**config.mk**
```make
export PLATFORM = sky130hd
export DESIGN_NAME = hnm_seq
export DESIGN_NICKNAME = d
export VERILOG_FILES = /design/src/design/hnm_pkg.sv /design/src/design/hnm_seq.sv
export SDC_FILE = /design/constraint.sdc
export NUM_CORES = 1
export LEC_CHECK = 0
export BUFFER_PORTS_ARGS = -buffer_cell sky130_fd_sc_hd__buf_2
export CORE_UTILIZATION = 45
export CTS_BUF_LIST = sky130_fd_sc_hd__clkbuf_4 sky130_fd_sc_hd__clkbuf_8
export DETAILED_ROUTE_END_ITERATION = 8
export GPL_TIMING_DRIVEN = 0
export PLACE_DENSITY = 0.78
export SKIP_LAST_GASP = 1
export SLEW_MARGIN = 20
export SYNTH_ARGS = -nofsm -noshare
export SYNTH_HDL_FRONTEND = slang
export SYNTH_SLANG_ARGS = --single-unit
```
**constraint.sdc**
```tcl
create_clock -name clk -period 4.37 [get_ports clk]
set_input_delay 0.2185 -clock clk [delete_from_list [all_inputs] [get_ports clk]]
set_output_delay 0.2185 -clock clk [all_outputs]
set_load 0.05 [all_outputs]
```
**src/design/hnm_pkg.sv**
```systemverilog
// Shared types, constants and the channel scaling function for the
// height-to-normal-map block. No dependencies.
package hnm_pkg;

	localparam int unsigned MAX_WIDTH_DEF  = 1024;
	localparam int unsigned MAX_HEIGHT_DEF = 4096;

	localparam int unsigned CFG_WIDTH_W  = 11;
	localparam int unsigned CFG_HEIGHT_W = 13;
	localparam logic [CFG_WIDTH_W-1:0]  WIDTH_RST  = 11'd1024;
	localparam logic [CFG_HEIGHT_W-1:0] HEIGHT_RST = 13'd1024;

	localparam int unsigned APB_AW = 3;
	localparam int unsigned APB_DW = 32;

	typedef enum logic {
		REG_IMAGE_WIDTH  = 1'b0,
		REG_IMAGE_HEIGHT = 1'b1
	} reg_idx_t;

	localparam int unsigned OUT_DEPTH = 4;

	localparam logic [7:0]  BLUE_LEVEL  = 8'd255;
	localparam logic [7:0]  CH_MIN      = 8'd102;
	localparam logic [7:0]  CH_MAX      = 8'd154;
	localparam logic [10:0] MID_OFFSET  = 11'd1280;
	localparam logic [12:0] DIV10_RECIP = 13'd6554;
	localparam int unsigned DIV10_SHIFT = 16;
	localparam logic [10:0] TEN         = 11'd10;
	localparam logic [10:0] HALF_TEN    = 11'd5;

	// One line buffer entry: the row before last and the last row.
	typedef struct packed {
		logic [7:0] older;
		logic [7:0] prev;
	} row_ent_t;

	typedef struct packed {
		logic active;
		logic wr;
		logic emit;
		logic above_ok;
		logic left_ok;
		logic right_ok;
		logic last;
	} s0_ctl_t;

	typedef struct packed {
		logic [7:0] red;
		logic [7:0] green;
		logic       last;
	} pix_t;

	// round((1280 + a - b) / 10) with ties to even. The quotient comes from a
	// reciprocal multiply that is exact for the 1025..1535 range seen here.
	function automatic logic [7:0] scale_diff(input logic [7:0] a, input logic [7:0] b);
		logic [10:0] v;
		logic [23:0] prod;
		logic [7:0]  q;
		logic [10:0] rem;
		logic        up;
		v    = MID_OFFSET + {3'b000, a} - {3'b000, b};
		prod = {13'b0, v} * {11'b0, DIV10_RECIP};
		q    = prod[DIV10_SHIFT +: 8];
		rem  = v - ({3'b000, q} * TEN);
		up   = (rem > HALF_TEN) || ((rem == HALF_TEN) && q[0]);
		return q + {7'b0, up};
	endfunction

endpackage

```
**src/design/hnm_seq.sv**
```systemverilog
// Raster position sequencer: column and row counters, drain flag, and the
// per-transaction control decode. Depends on hnm_pkg.
module hnm_seq import hnm_pkg::*; #(
	parameter int unsigned MAX_WIDTH  = MAX_WIDTH_DEF,
	parameter int unsigned MAX_HEIGHT = MAX_HEIGHT_DEF,
	localparam int unsigned AW = $clog2(MAX_WIDTH)
) (
	input  logic                    clk,
	input  logic                    arst_n,
	input  logic                    restart,
	input  logic                    accept,
	input  logic                    action,
	input  logic [CFG_WIDTH_W-1:0]  cfg_width,
	input  logic [CFG_HEIGHT_W-1:0] cfg_height,
	output s0_ctl_t                 ctl,
	output logic [AW-1:0]           col,
	output logic [AW-1:0]           nxt_col
);

	localparam int unsigned WW  = $clog2(MAX_WIDTH + 1);
	localparam int unsigned HW  = $clog2(MAX_HEIGHT + 1);
	localparam int unsigned RW  = (MAX_HEIGHT > 1) ? $clog2(MAX_HEIGHT) : 1;
	localparam int unsigned CWX = (CFG_WIDTH_W > WW) ? CFG_WIDTH_W : WW;
	localparam int unsigned CHX = (CFG_HEIGHT_W > HW) ? CFG_HEIGHT_W : HW;

	logic [AW-1:0]  col_q;
	logic [RW-1:0]  row_q;
	logic           draining_q;
	logic [CWX-1:0] w_ext;
	logic [CHX-1:0] h_ext;
	logic [WW-1:0]  eff_w;
	logic [HW-1:0]  eff_h;
	logic [WW-1:0]  col_inc;
	logic [HW-1:0]  row_inc;
	logic           wrap;
	logic           run;

	assign w_ext = CWX'(cfg_width);
	assign h_ext = CHX'(cfg_height);

	// A zero size counts as one and an oversize is clamped to the buffer size.
	always_comb begin
		if (w_ext == '0) begin
			eff_w = WW'(1);
		end else if (w_ext > CWX'(MAX_WIDTH)) begin
			eff_w = WW'(MAX_WIDTH);
		end else begin
			eff_w = WW'(w_ext);
		end
		if (h_ext == '0) begin
			eff_h = HW'(1);
		end else if (h_ext > CHX'(MAX_HEIGHT)) begin
			eff_h = HW'(MAX_HEIGHT);
		end else begin
			eff_h = HW'(h_ext);
		end
	end

	assign col_inc = WW'(col_q) + WW'(1);
	assign row_inc = HW'(row_q) + HW'(1);
	assign wrap    = (col_inc >= eff_w);
	assign nxt_col = wrap ? '0 : AW'(col_inc);
	assign col     = col_q;

	// Samples count only outside the drain, flushes only inside it.
	assign run = accept && (action ? draining_q : !draining_q);

	always_comb begin
		ctl.active   = run;
		ctl.wr       = run && !action;
		ctl.emit     = run && (action || (row_q != '0));
		ctl.above_ok = action ? (eff_h > HW'(1)) : (row_q > RW'(1));
		ctl.left_ok  = (col_q != '0);
		ctl.right_ok = !wrap;
		ctl.last     = action && wrap;
	end

	always_ff @(posedge clk or negedge arst_n) begin
		if (!arst_n) begin
			col_q      <= '0;
			row_q      <= '0;
			draining_q <= 1'b0;
		end else if (restart) begin
			col_q      <= '0;
			row_q      <= '0;
			draining_q <= 1'b0;
		end else if (run) begin
			if (wrap) begin
				col_q <= '0;
				if (action) begin
					draining_q <= 1'b0;
					row_q      <= '0;
				end else if (row_inc >= eff_h) begin
					draining_q <= 1'b1;
				end else begin
					row_q <= RW'(row_inc);
				end
			end else begin
				col_q <= AW'(col_inc);
			end
		end
	end

endmodule

```
# == Word-level counts from Yosys, hierarchy flattened ==
# Index checks and enable logic that the tools add are counted.
# totals
output_inout_bits,27
inputBits,29
ff_bits,23
wordCells,48
# op_classes
reduce_logical,17
n_eq_ne,1
add_sub_neg,2
n_lt_le_gt_ge,6
n_mux,19
# op_table
operator,count
2-to-1 mux 12 bit,5
2-to-1 mux 10 bit,3
2-to-1 mux 13 bit,2
2-to-1 mux 11 bit,2
"adder 12 x 1 -> 13 bit, second input constant",1
greater-or-equal comparator 13 bit,1
"greater-than comparator 13 x 1 -> 1 bit, second input constant",1
"greater-than comparator 13 bit, second input constant",1
logical NOT 13 bit,1
"greater-than comparator 12 x 1 -> 1 bit, second input constant",1
nonzero test 12 bit,1
"adder 10 x 1 -> 11 bit, second input constant",1
greater-or-equal comparator 11 bit,1
"greater-than comparator 11 bit, second input constant",1
logical NOT 11 bit,1
nonzero test 10 bit,1
2-to-1 mux 1 bit,7
AND reduction 3 bit,2
logical AND 1 bit,4
nonzero test 2 bit,2
logical NOT 1 bit,3
"inequality test 3 bit, second input constant",1
nonzero test 3 bit,1
logical OR 1 bit,1

# == Logic depth before layout (Yosys ltp) ==
# logic_depth
word_depth,9
depth_mapped,14
depth_no_buf,13

# == Worst setup path before layout ==
# Ideal clock, no wire load.
# synth_timing
kind,register to output
start,reg col_q[0] (netlist: col[0])
end,out nxt_col[8]
path_slack_ns,0.515
t_arrival_ns,3.636
path_buffers,1
t_required_ns,4.152
path_stages_with_launch,14
cell_sequence,dfrtp_1 ha_1 nand2_1 nor2_1 nand3_1 xnor2_1 ha_1 a21oi_1 o21ai_1 a211oi_2 a21boi_1 inv_2 clkbuf_1 and2_1
# synth_via
elab_chain_cells,3
# synth_lines
item,line,source
from (decl),hnm_seq.sv:26,logic [AW-1:0] col_q;
from (signal assigned),hnm_seq.sv:99,col_q <= AW'(col_inc);
adder 10 x 1 -> 11 bit *,hnm_seq.sv:59,assign col_inc = WW'(col_q) + WW'(1);
greater-or-equal comparator 11 bit,hnm_seq.sv:61,assign wrap = (col_inc >= eff_w);
2-to-1 mux 10 bit *,hnm_seq.sv:62,assign nxt_col = wrap ? '0 : AW'(col_inc);
to (decl),hnm_seq.sv:17,output logic [AW-1:0] nxt_col
# Every way passes the cells marked *; elsewhere a longest branch is shown, timed or not.

# == Final worst setup path ==
# layout_timing
start,reg col_q[0] (netlist: col[0])
end,out nxt_col[2]
# Same word-level chain as after synthesis.

==> results.yml <==
outcome:
  outcome: "completed"
cells_and_area:
  final_core_util_pct: 55.5
  mostFrequentLayoutCells: "buf_2 (56), nand2_1 (44), ha_1 (29)"
  antenna_cells: 0
  drive_gt1_share_pct: 20.1
  final_common_cell: "buf_2"
  area_growth_pct: 18.9
  fin_nets: 408
  fillers: 469
sta:
  rsz0062_at_grt: "no"
  clock.fmax_mhz: 250
  holdWs_ns: 0.271
  fin_tns_setup_ns: 0
  slew_headroom_pct: 48.9
  hold_viol_final: 0
  slew_violations: 0
  period_share_pct: 91.4
  fin_skew_ns: 0.00606
  worst_pin_slew_ns: 0.767
  min_period_ns: 3.99
  setup_viol: 0
clock_network:
  cts_htree_levels: 1
  cts-root-buf: "clkbuf_8"
  clockBufferDepth: 2
  numCtsBuffers: 3
  cts_setup_buffers: 0
  clock_latency_ns: 0.27
  clkTransAtPathRegs_ns: 0.08
  cts_hold_buf: 1
  cts_tree: "done"
  cts.sinks: 23
  cts_resized: 0
global_routing:
  grt_max_degree: 24
  grt_pass1_wl_um: 9400
  overflow: 0
  grt_pass1_vias: 2060
  antenna_found_initial: 0
  grtUsageTotal_pct: 22.6
routing:
  vias: 2264
  avgRoutedWirePerCell_um: 13.4
  first_iter_violations: 120
  viasPerCell: 5.44
  drt_wl_total_um: 5580
  post-route-drc-count: 0
  first_pass_iters: 4
  ant_nets: 0
placement:
  port_buffers: 55
  hpwlAfterDp_um: 4550
  place.gp.congestion: 0.920
power_and_ir_drop:
  p_leak_nw: 1.30
  switching_share_pct: 31.2
  pwr-share-comb_pct: 22.8
  p_int_mw: 0.320
  clockPowerShare_pct: 30.9
  seqPwrFrac_pct: 46.4
  peakVddDrop_mv: 0.122
  power_density_nw_per_um2: 177
  power.switching_mw: 0.145
setup_path:
  path_buf_inv: 3
  crit_top_cell: "ha_1"
  crit_path_start_kind: "flip-flop"
  cp_slowest_cell: "dfrtp_1"
  setup.worst_path.class: "flip-flop to primary output"
  rrSetupSlack_ns: 0.63
  cp-end-kind: "primary output"
  crit_fanout: 10
  cp.required_ns: 4.15
  crit_chain: "ha_1 -> nand2_1 -> nor2_1 -> nand3_1 -> xnor2_1 -> ha_1 -> a21oi_1 -> o21ai_1 -> a211oi_2 -> a21boi_1 -> inv_2 -> clkbuf_1 -> and2_1 -> buf_2"
  worst-r2r-cell-count: 11
  crit_cells: 14
  cp_data_arrival_time_ns: 3.78
  cp_slowest_stage_delay_ns: 0.50
  crit_family: "compound AO/OA/AOI/OAI gates"
run:
  maxCapViolCount: 0
floorplan:
  dieHeight_um: 72.0
  boundaryPins: 56
  rows: 25
  die-area_um2: 5190
  fp.dieW_um: 72.0
  start_util_pct: 46.7
  core_um2: 4720
yosys:
  syn_area_per_cell_um2: 7.63
  ys_async_sr_fraction_pct: 100
  synth_seq_cells: 23
  ys_dominant_reg_cell: "dfrtp_1"
  synth_edf_count: 0
  yosysWarnings: 0
  synth_area_um2: 2210
  syn_inst: 289
  yosysSeqAreaShare_pct: 26.1
  synth_cell_types: 42
  synth_nets: 347
worst_hold_path:
  hold_class: "input port to flip-flop"
  holdPathStages: 3
power groups by stage:
stage | combinational, mW | sequential [mW] | clock, mW
2_1_floorplan | 0.0628 | 0.223 | 0
3_3_place_gp | 0.103 | 0.220 | 0
3_5_place_dp | 0.105 | 0.220 | 0
4_1_cts | 0.106 | 0.216 | 0.144
5_1_grt | 0.117 | 0.216 | 0.152
6_report | 0.106 | 0.216 | 0.144
worst paths after layout:
check / to / startpoint
worst max register to register: row_q[1]$_DFFE_PN0P_ / row_q[0]$_DFFE_PN0P_
worst max-delay path: nxt_col[2] / col[0]$_DFFE_PN0P_
worst min-delay path: draining_q$_DFFE_PN0P_ / accept
min in group asynchronous: row_q[1]$_DFFE_PN0P_ / arst_n
max in group asynchronous: col[6]$_DFFE_PN0P_ / arst_n
worst min register to register: draining_q$_DFFE_PN0P_ / draining_q$_DFFE_PN0P_
Yosys cell counts (6+ instances only):
cell type,instances,area share (%)
o21ai_1,13,2.9
inv_1,15,2.6
nand3_1,20,4.5
or2_2,6,1.7
nor4_1,8,2.3
dfrtp_1,23,26
o211ai_1,8,2.7
nor3_1,6,1.4
clkbuf_1,7,1.2
a21oi_1,19,4.3
xnor2_1,8,3.2
and2_1,14,4.0
nor2_1,22,3.7
nand2_1,44,7.5
ha_1,29,16
worst reg2reg max path, cell delays in order (launching register included):
cell and delay [ns]:
dfrtp_1 0.43, nand3_1 0.19, nor4_1 0.60, nor2_1 0.11, or2_1 0.26, ha_1 0.30
a21o_1 0.18, a2111oi_0 0.40, o2bb2ai_1 0.22, clkbuf_1 0.43, o22ai_1 0.28, a22o_1 0.25
layout make-up:
type | instances | area (um2) | share of cell area [%]
sequential | 23 | 576 | 21.9
multi-input combinational | 238 | 1520 | 57.9
inverter | 19 | 71.3 | 2.72
timing repair buffer | 56 | 285 | 10.9
clock buffer | 4 | 48.8 | 1.86
tap | 67 | 83.8 | 3.20
buffer | 9 | 38.8 | 1.48
sequential cells by signal (all words and copies together) (netlist names):
register and flops:
draining_q 1, col 10, row_q 12
stage by stage:
step | cell area (um2) | worst slack [ns] | power, mW | std cells
CTS | 2620 | 0.452 | 0.466 | 416
global route | 2620 | 0.119 | 0.484 | 416
finish | 2620 | 0.375 | 0.465 | 416
global placement | 2560 | 0.745 | 0.322 | 411
floorplan | 2210 | 0.515 | 0.286 | 289
detailed placement | 2560 | 0.708 | 0.325 | 411
per-layer routing:
| metal | up-vias | wire length [um] | track usage, % |
|---|---|---|---|
| met4 | 0 | 15 | 3.05 |
| met2 | 69 | 2510 | 36.8 |
| met1 | 1041 | 2710 | 33.1 |
| met5 | - | 0 | 0 |
| met3 | 4 | 343 | 2.78 |
| li1 | 1150 | - | - |
logic make-up (layout without fill, tap and decap cells):
logic type,Yosys count,in the layout,share of synthesized area (%)
AOI/OAI and AO/OA,62,62,18.2
and+or+nand+nor,135,135,29.6
DFF,23,23,26.1
xor gates and xnor gates,12,12,4.76
adders and majority gates,29,29,16.4
buffers and inverters,28,88,4.99
Power figures use the tool's default switching activity.
