<file path="src/design/hnm_fifo.sv">
// Small register FIFO that holds finished pixels for the output channel.
// No dependencies.
module hnm_fifo #(
	parameter int unsigned WIDTH = 17,
	parameter int unsigned DEPTH = 4,
	localparam int unsigned CW = $clog2(DEPTH + 1)
) (
	input  logic             clk,
	input  logic             arst_n,
	input  logic             push,
	input  logic [WIDTH-1:0] wdata,
	output logic             out_valid,
	input  logic             out_ready,
	output logic [WIDTH-1:0] rdata,
	output logic [CW-1:0]    count
);

	localparam int unsigned PW = (DEPTH > 1) ? $clog2(DEPTH) : 1;

	logic [WIDTH-1:0] mem_q [DEPTH];
	logic [PW-1:0]    wr_ptr_q;
	logic [PW-1:0]    rd_ptr_q;
	logic [CW-1:0]    count_q;
	logic             pop;

	assign out_valid = (count_q != '0);
	assign rdata     = mem_q[rd_ptr_q];
	assign count     = count_q;
	assign pop       = out_valid && out_ready;

	always_ff @(posedge clk) begin
		if (push) begin
			mem_q[wr_ptr_q] <= wdata;
		end
	end

	always_ff @(posedge clk or negedge arst_n) begin
		if (!arst_n) begin
			wr_ptr_q <= '0;
			rd_ptr_q <= '0;
			count_q  <= '0;
		end else begin
			if (push) begin
				wr_ptr_q <= (wr_ptr_q == PW'(DEPTH - 1)) ? '0 : wr_ptr_q + PW'(1);
			end
			if (pop) begin
				rd_ptr_q <= (rd_ptr_q == PW'(DEPTH - 1)) ? '0 : rd_ptr_q + PW'(1);
			end
			if (push && !pop) begin
				count_q <= count_q + CW'(1);
			end else if (pop && !push) begin
				count_q <= count_q - CW'(1);
			end
		end
	end

endmodule

</file>
<file path="config.mk">
export PLATFORM = sky130hd
export DESIGN_NAME = hnm_fifo
export DESIGN_NICKNAME = d
export VERILOG_FILES = /design/src/design/hnm_fifo.sv
export SDC_FILE = /design/constraint.sdc
export NUM_CORES = 1
export LEC_CHECK = 0
export ABC_AREA = 1
export CAP_MARGIN = 20
export CORE_MARGIN = 4
export CORE_UTILIZATION = 45
export DETAILED_ROUTE_END_ITERATION = 8
export DONT_BUFFER_PORTS = 1
export GPL_ROUTABILITY_DRIVEN = 0
export PLACE_DENSITY_LB_ADDON = 0.05
export SYNTH_ARGS = -nofsm -noshare
export SYNTH_HDL_FRONTEND = slang
export SYNTH_SLANG_ARGS = --single-unit
export TNS_END_PERCENT = 1
</file>
<file path="constraint.sdc">
create_clock -name clk -period 5 [get_ports clk]
set_input_delay 0.25 -clock clk [delete_from_list [all_inputs] [get_ports clk]]
set_output_delay 0.25 -clock clk [all_outputs]
set_load 0.02 [all_outputs]
</file>
# Word level (Yosys, flattened, before mapping)
# Memories as Yosys holds them, arrays and structs flattened.
# Index checks and enable logic that the tools add are counted.
[totals] ff_bits=7 latch_bits=0 ram_bits=68 mem_bits_ro=0 inputBits=21 output_inout_bits=21 word_cells=23 memories=1
[op_classes] addsub=4 mul=0 div_mod_pow=0 n_lt_le_gt_ge=0 eq_ne=2 shifts=0 n_mux=6 bitwise=0 reduce_logical=7
[memory_table] name="mem_q" words=4 word_bits=17 rd=1 rd_ports_with_merged_regs=0 write_ports=1 line_no="20" text="logic [WIDTH-1:0] mem_q [DEPTH];"
[op_table] operator="2-to-1 mux 3 bit" count=2
[op_table] operator="adder 2 x 1 -> 2 bit, second input constant" count=2
[op_table] operator="equality test 2 bit, second input constant" count=2
[op_table] operator="2-to-1 mux 2 bit" count=2
[op_table] operator="adder 3 x 1 -> 3 bit, second input constant" count=1
[op_table] operator="logical AND 1 bit" count=3
[op_table] operator="nonzero test 3 bit" count=1
[op_table] operator="subtractor 3 x 1 -> 3 bit, second input constant" count=1
[op_table] operator="logical NOT 1 bit" count=2
[op_table] operator="2-to-1 mux 1 bit" count=2
[op_table] operator="nonzero test 2 bit" count=1

# Logic depth before layout (Yosys ltp)
[logic_depth] word_depth=5 ltp_mapped=11 mapped_depth_nobuf=11

# Least setup slack after synthesis
# OpenSTA, ideal clock, no wires.
[synth_path] path_kind="register -> register" startpoint="register count_q[0], in the netlist count[0]" endpoint="register count_q[2], in the netlist count[2]" setup_time_ps=117 arrival_time_ps=1764 required_time_ps=4883 path_slack_ps=3119 path_stages_with_launch=11 n_path_buf=0 synth_period_minus_slack_ps=1881 path_cell_list="dfrtp_1 > nor2_1 > nand2_1 > nand2_1 > ha_1 > inv_1 > fa_1 > nand2_1 > nand3_1 > nand2_1 > nand2_1"
[synth_via] elab_chain_len=5 elab_cells_between_ends=10 cone_classes="add/sub (2); mux (2); reduce/logical (6)"
[synth_rtl] element="start, declared" line_no="23" text="logic [CW-1:0] count_q;"
[synth_rtl] element="start signal, assigned" line_no="50" text="count_q <= count_q + CW'(1);"
[synth_rtl] element="start signal, assigned" line_no="52" text="count_q <= count_q - CW'(1);"
[synth_rtl] element="nonzero test 3 bit *" line_no="26" text="assign out_valid = (count_q != '0);"
[synth_rtl] element="named net out_valid" line_no="12" text="output logic out_valid,"
[synth_rtl] element="logical AND 1 bit *" line_no="29" text="assign pop = out_valid && out_ready;"
[synth_rtl] element="logical NOT 1 bit" line_no="49" text="if (push && !pop) begin"
[synth_rtl] element="logical AND 1 bit" line_no="49"
[synth_rtl] element="2-to-1 mux 3 bit or nonzero test 2 bit (tied branches)"
# The timed path passes the listed nets; every way through them passes the cells marked *. The select of a mux whose other input is x is not followed.
# A chain may end at the register's enable or synchronous reset.

# Worst setup path after layout
[layout_path] startpoint="register rd_ptr_q[1]" endpoint="output rdata[6]"
[layout_via] elab_chain_len=1
[layout_rtl] element="start, declared" line_no="22" text="logic [PW-1:0] rd_ptr_q;"
[layout_rtl] element="start signal, assigned" line_no="47" text="rd_ptr_q <= (rd_ptr_q == PW'(DEPTH - 1)) ? '0 : rd_ptr_q + PW'(1);"
[layout_rtl] element="memory read (4 x 17 bit)"
[layout_rtl] element="end, declared" line_no="14" text="output logic [WIDTH-1:0] rdata,"
# Every way passes these cells.

==> metrics.txt <==
# TYPE chip_impl_metric gauge
chip_impl_info{name="worstSetupStartpoint",value="rd_ptr_q[1]"} 1
chip_impl_metric{name="postRouteWirelength",unit="microns"} 5363
chip_impl_metric{name="start_util",unit="%"} 46.59
chip_impl_metric{name="grt_overflow_total",unit=""} 0
chip_impl_metric{name="detailed_place.area",unit="sq um"} 3184
chip_impl_metric{name="final_area",unit="sq um"} 3555
chip_impl_info{name="synth_top_family_by_area",value="simple AND/OR/NAND/NOR gates"} 1
chip_impl_metric{name="max_cap_violations",unit=""} 0
chip_impl_metric{name="timing.final.hold_violations",unit=""} 0
chip_impl_metric{name="post-route-min-period",unit="ns"} 2.150
chip_impl_metric{name="synth-simple-area-share",unit="%"} 9.277
chip_impl_metric{name="syn-num-nets",unit=""} 280
chip_impl_metric{name="pre_cts_ws",unit="ns"} 2.977
chip_impl_metric{name="total_leakage_power",unit="nW"} 1.409
chip_impl_metric{name="ir_worst_vdd",unit="uV"} 293.4
chip_impl_metric{name="dr.pass1.iters",unit=""} 4
chip_impl_metric{name="synth.yosys.seq_area_share",unit="%"} 69.65
chip_impl_metric{name="postSynthCellCount",unit=""} 252
chip_impl_info{name="cp-end-kind",value="primary output"} 1
chip_impl_metric{name="worstHoldPathCells",unit=""} 1
chip_impl_metric{name="fin_nets",unit=""} 300
chip_impl_metric{name="final-setup-viol-count",unit=""} 0
chip_impl_metric{name="critical_path.max_fanout",unit=""} 20
chip_impl_metric{name="wire_length_of_the_first_global_routing_pass",unit="microns"} 8452
chip_impl_info{name="worst_hold_startpoint",value="push"} 1
chip_impl_metric{name="remaining_drc_errors",unit=""} 0
chip_impl_info{name="reg2reg_from",value="count[0]"} 1
chip_impl_metric{name="ioPinCount",unit=""} 42
chip_impl_metric{name="ant_nets",unit=""} 0
chip_impl_metric{name="finalClockSkew",unit="ns"} 0.003297
chip_impl_info{name="cts_tree",value="built"} 1
chip_impl_metric{name="synth-compound-area-share",unit="%"} 8.648
chip_impl_metric{name="average_size_of_a_mapped_cell",unit="sq um"} 12.63
chip_impl_metric{name="num_rows",unit=""} 30
chip_impl_metric{name="antenna_cells",unit=""} 0
chip_impl_metric{name="fp.dieW",unit="microns"} 92.11
chip_impl_metric{name="cts_num_sinks",unit=""} 75
chip_impl_metric{name="dr.first_iter.drc_count",unit=""} 81
chip_impl_metric{name="post-synth-top-area-fraction",unit="%"} 64.15
chip_impl_metric{name="worst-endpoint-arrival",unit="ns"} 1.90
chip_impl_metric{name="grt_pass1_vias",unit=""} 1684
chip_impl_metric{name="post_synth_instance_area",unit="sq um"} 3183
chip_impl_metric{name="post_drt_via_cell_ratio",unit=""} 4.694
chip_impl_metric{name="cp_data_required_time",unit="ns"} 4.75
chip_impl_metric{name="tritoncts.num_buffers",unit=""} 9
chip_impl_metric{name="r2r_cells",unit=""} 10
chip_impl_metric{name="wire_per_inst",unit="microns"} 14.38
chip_impl_info{name="regToRegEndpoint",value="count[2]"} 1
chip_impl_metric{name="finalSetupTns",unit="ns"} 0
chip_impl_metric{name="synthAdderAreaFrac",unit="%"} 2.987
chip_impl_metric{name="placement.io_buffers",unit=""} 0
chip_impl_metric{name="fin_crit_sh",unit="%"} 43.01
chip_impl_metric{name="cts_max_level",unit=""} 3
chip_impl_metric{name="die_outline_area",unit="sq um"} 8483
chip_impl_metric{name="post_synth_num_cell_types",unit=""} 16
chip_impl_metric{name="ys_ff_latch",unit=""} 75
chip_impl_info{name="worst_hold_path.endpoint",value="wr_ptr_q[1]"} 1
chip_impl_metric{name="post_cts.resized_instances",unit=""} 0
chip_impl_info{name="synth_area_leaders",value="sky130_fd_sc_hd__edfxtp_1 (64%), sky130_fd_sc_hd__nand2_1 (8.3%), sky130_fd_sc_hd__o211ai_1 (7.5%)"} 1
chip_impl_metric{name="tightestPinTransition",unit="ns"} 0.8945
chip_impl_metric{name="post-cts-setup-buffer-count",unit=""} 0
chip_impl_metric{name="slew-limit-headroom",unit="%"} 40.36
chip_impl_info{name="result_of_the_run",value="completed"} 1
chip_impl_metric{name="max_frequency",unit="MHz"} 465.1
chip_impl_metric{name="finalWorstSetupSlack",unit="ns"} 2.850
chip_impl_metric{name="yosysWarningCount",unit=""} 0
chip_impl_metric{name="dpl.hpwl",unit="microns"} 3047
chip_impl_metric{name="worst_skew_pair.late_latency",unit="ns"} 0.33
chip_impl_metric{name="power_density",unit="nW/um^2"} 539.5
chip_impl_info{name="cts_root_buffer_type",value="sky130_fd_sc_hd__clkbuf_8"} 1
chip_impl_metric{name="maximum_number_of_pins_on_one_net_before_global_route_repair",unit=""} 72
chip_impl_metric{name="ff2ff_setup_slack",unit="ns"} 2.96
chip_impl_metric{name="antenna_found_initial",unit=""} 0
chip_impl_info{name="rsz0062_at_grt",value="false"} 1
chip_impl_metric{name="areaGrowthSynthToFinish",unit="%"} 11.67
chip_impl_info{name="criticalPathCategory",value="reg -> out"} 1
chip_impl_metric{name="gr-usage-all-layers",unit="%"} 13.56
chip_impl_info{name="start_kind",value="flip-flop"} 1
chip_impl_metric{name="drive_gt1_share",unit="%"} 6.498
chip_impl_metric{name="cts_buffer_depth",unit=""} 2
chip_impl_info{name="synth_largest_area_cell",value="sky130_fd_sc_hd__edfxtp_1"} 1
chip_impl_metric{name="detailroute.via_count",unit=""} 1751
chip_impl_metric{name="synthXorXnorAreaFrac",unit="%"} 0.2752
chip_impl_metric{name="yosys-mux-area-fraction",unit="%"} 0
chip_impl_metric{name="height_of_the_die",unit="microns"} 92.11
chip_impl_metric{name="slew_violations",unit=""} 0
chip_impl_metric{name="path_clk_slew",unit="ns"} 0.07
chip_impl_metric{name="coreArea",unit="sq um"} 6832
chip_impl_metric{name="fin_hold_ws",unit="ns"} 0.02395
chip_impl_info{name="holdCritPathClass",value="in -> reg"} 1
## how the worst max path moves through the flow
| stage | end | depth (start not counted) | slack (ns) |
|---|---|---|---|
| floorplan | count[2] | 10 | 3.12 |
| global placement | count[2] | 10 | 3.02 |
| detailed placement | count[2] | 10 | 2.98 |
| CTS | rdata[4] | 3 | 2.76 |
| global route | rdata[7] | 3 | 2.71 |
| finish | rdata[6] | 3 | 2.85 |
## metal layers
layer  GRT usage, %  up-vias  wire length [microns]
met5              0        -                      0
met4          7.054        0                     86
met3          3.938        7                    230
met2          21.59       31                   2536
met1          16.75      822                   2509
li1               -      891                      -
## synthesized netlist by cell type
| master | instances |
|---|---|
| sky130_fd_sc_hd__ha_1 | 6 |
| sky130_fd_sc_hd__buf_4 | 1 |
| sky130_fd_sc_hd__o211ai_2 | 2 |
| sky130_fd_sc_hd__inv_4 | 1 |
| sky130_fd_sc_hd__fa_1 | 1 |
| sky130_fd_sc_hd__dfrtp_1 | 7 |
| sky130_fd_sc_hd__nor2_1 | 3 |
| sky130_fd_sc_hd__buf_6 | 10 |
| sky130_fd_sc_hd__o211ai_1 | 32 |
| sky130_fd_sc_hd__xnor2_1 | 1 |
| sky130_fd_sc_hd__nand4_1 | 1 |
| sky130_fd_sc_hd__edfxtp_1 | 68 |
| sky130_fd_sc_hd__nand2_1 | 70 |
| sky130_fd_sc_hd__inv_1 | 44 |
| sky130_fd_sc_hd__nand3_1 | 3 |
| sky130_fd_sc_hd__o21ai_0 | 2 |
## state kept, by name (all words and copies together), names as in the netlist
name,flops
count,3
rd_ptr_q,2
mem_q,68
wr_ptr_q,2
## worst max-delay path, cell delays in order (launching register included)
cell and delay, ns:
sky130_fd_sc_hd__dfrtp_1 0.93, sky130_fd_sc_hd__inv_4 0.25, sky130_fd_sc_hd__o211ai_1 0.19, sky130_fd_sc_hd__nand2_1 0.19
## per-stage QoR
stage | power, mW | instances | util [%]
after floorplan | 1.484 | 252 | -
after global placement | 1.526 | 337 | 46.61
after detailed placement | 1.534 | 337 | 46.61
after CTS | 1.934 | 372 | 51.74
after global routing | 2.056 | 373 | 52.03
final | 1.918 | 373 | 52.03
## what timing repair did
item                                    4_1_cts  5_1_grt
hold endpoints to repair                     76        0
hold buffers                                 19        0
endpoints found under the setup margin        0        0
## kinds of logic (layout without fill, tap and decap cells)
kind of cell               count (synthesis)  after routing
and+or+nand+nor                           77             77
AOI/OAI and AO/OA                         36             36
xor gates and xnor gates                   1              1
DFF                                       75             75
adders and majority gates                  7              7
buffers and inverters                     56             81
## report_power, final
part	internal (mW)	total, mW	leakage, nW	switching, mW
Clock	0.175	0.384	0.0771	0.209
Combinational	0.174	0.603	0.623	0.429
Sequential	0.813	0.931	0.708	0.117
Total	1.16	1.92	1.41	0.755
## placed cells by master (no fill, tap or decap), types with 2 or more instances in the layout
master,n
sky130_fd_sc_hd__clkbuf_8,9
sky130_fd_sc_hd__clkinv_1,2
sky130_fd_sc_hd__clkinv_2,2
sky130_fd_sc_hd__clkinvlp_4,2
sky130_fd_sc_hd__dfrtp_1,6
sky130_fd_sc_hd__dlygate4sd3_1,19
sky130_fd_sc_hd__edfxtp_1,68
sky130_fd_sc_hd__ha_1,6
sky130_fd_sc_hd__inv_1,44
sky130_fd_sc_hd__nand2_1,70
sky130_fd_sc_hd__nand3_1,3
sky130_fd_sc_hd__nor2_1,3
sky130_fd_sc_hd__o211ai_1,32
sky130_fd_sc_hd__o211ai_2,2
sky130_fd_sc_hd__o21ai_0,2
## area by class of cell
cell class / instances / area [sq um]
fill: 612 / 3277
sequential: 75 / 2218
multi-input combinational: 121 / 674.4
timing repair buffer: 20 / 210.2
inverter: 45 / 171.4
clock buffer: 10 / 127.6
tap: 96 / 120.1
clock inverter: 6 / 32.53
(Power assumes the default switching activity.)
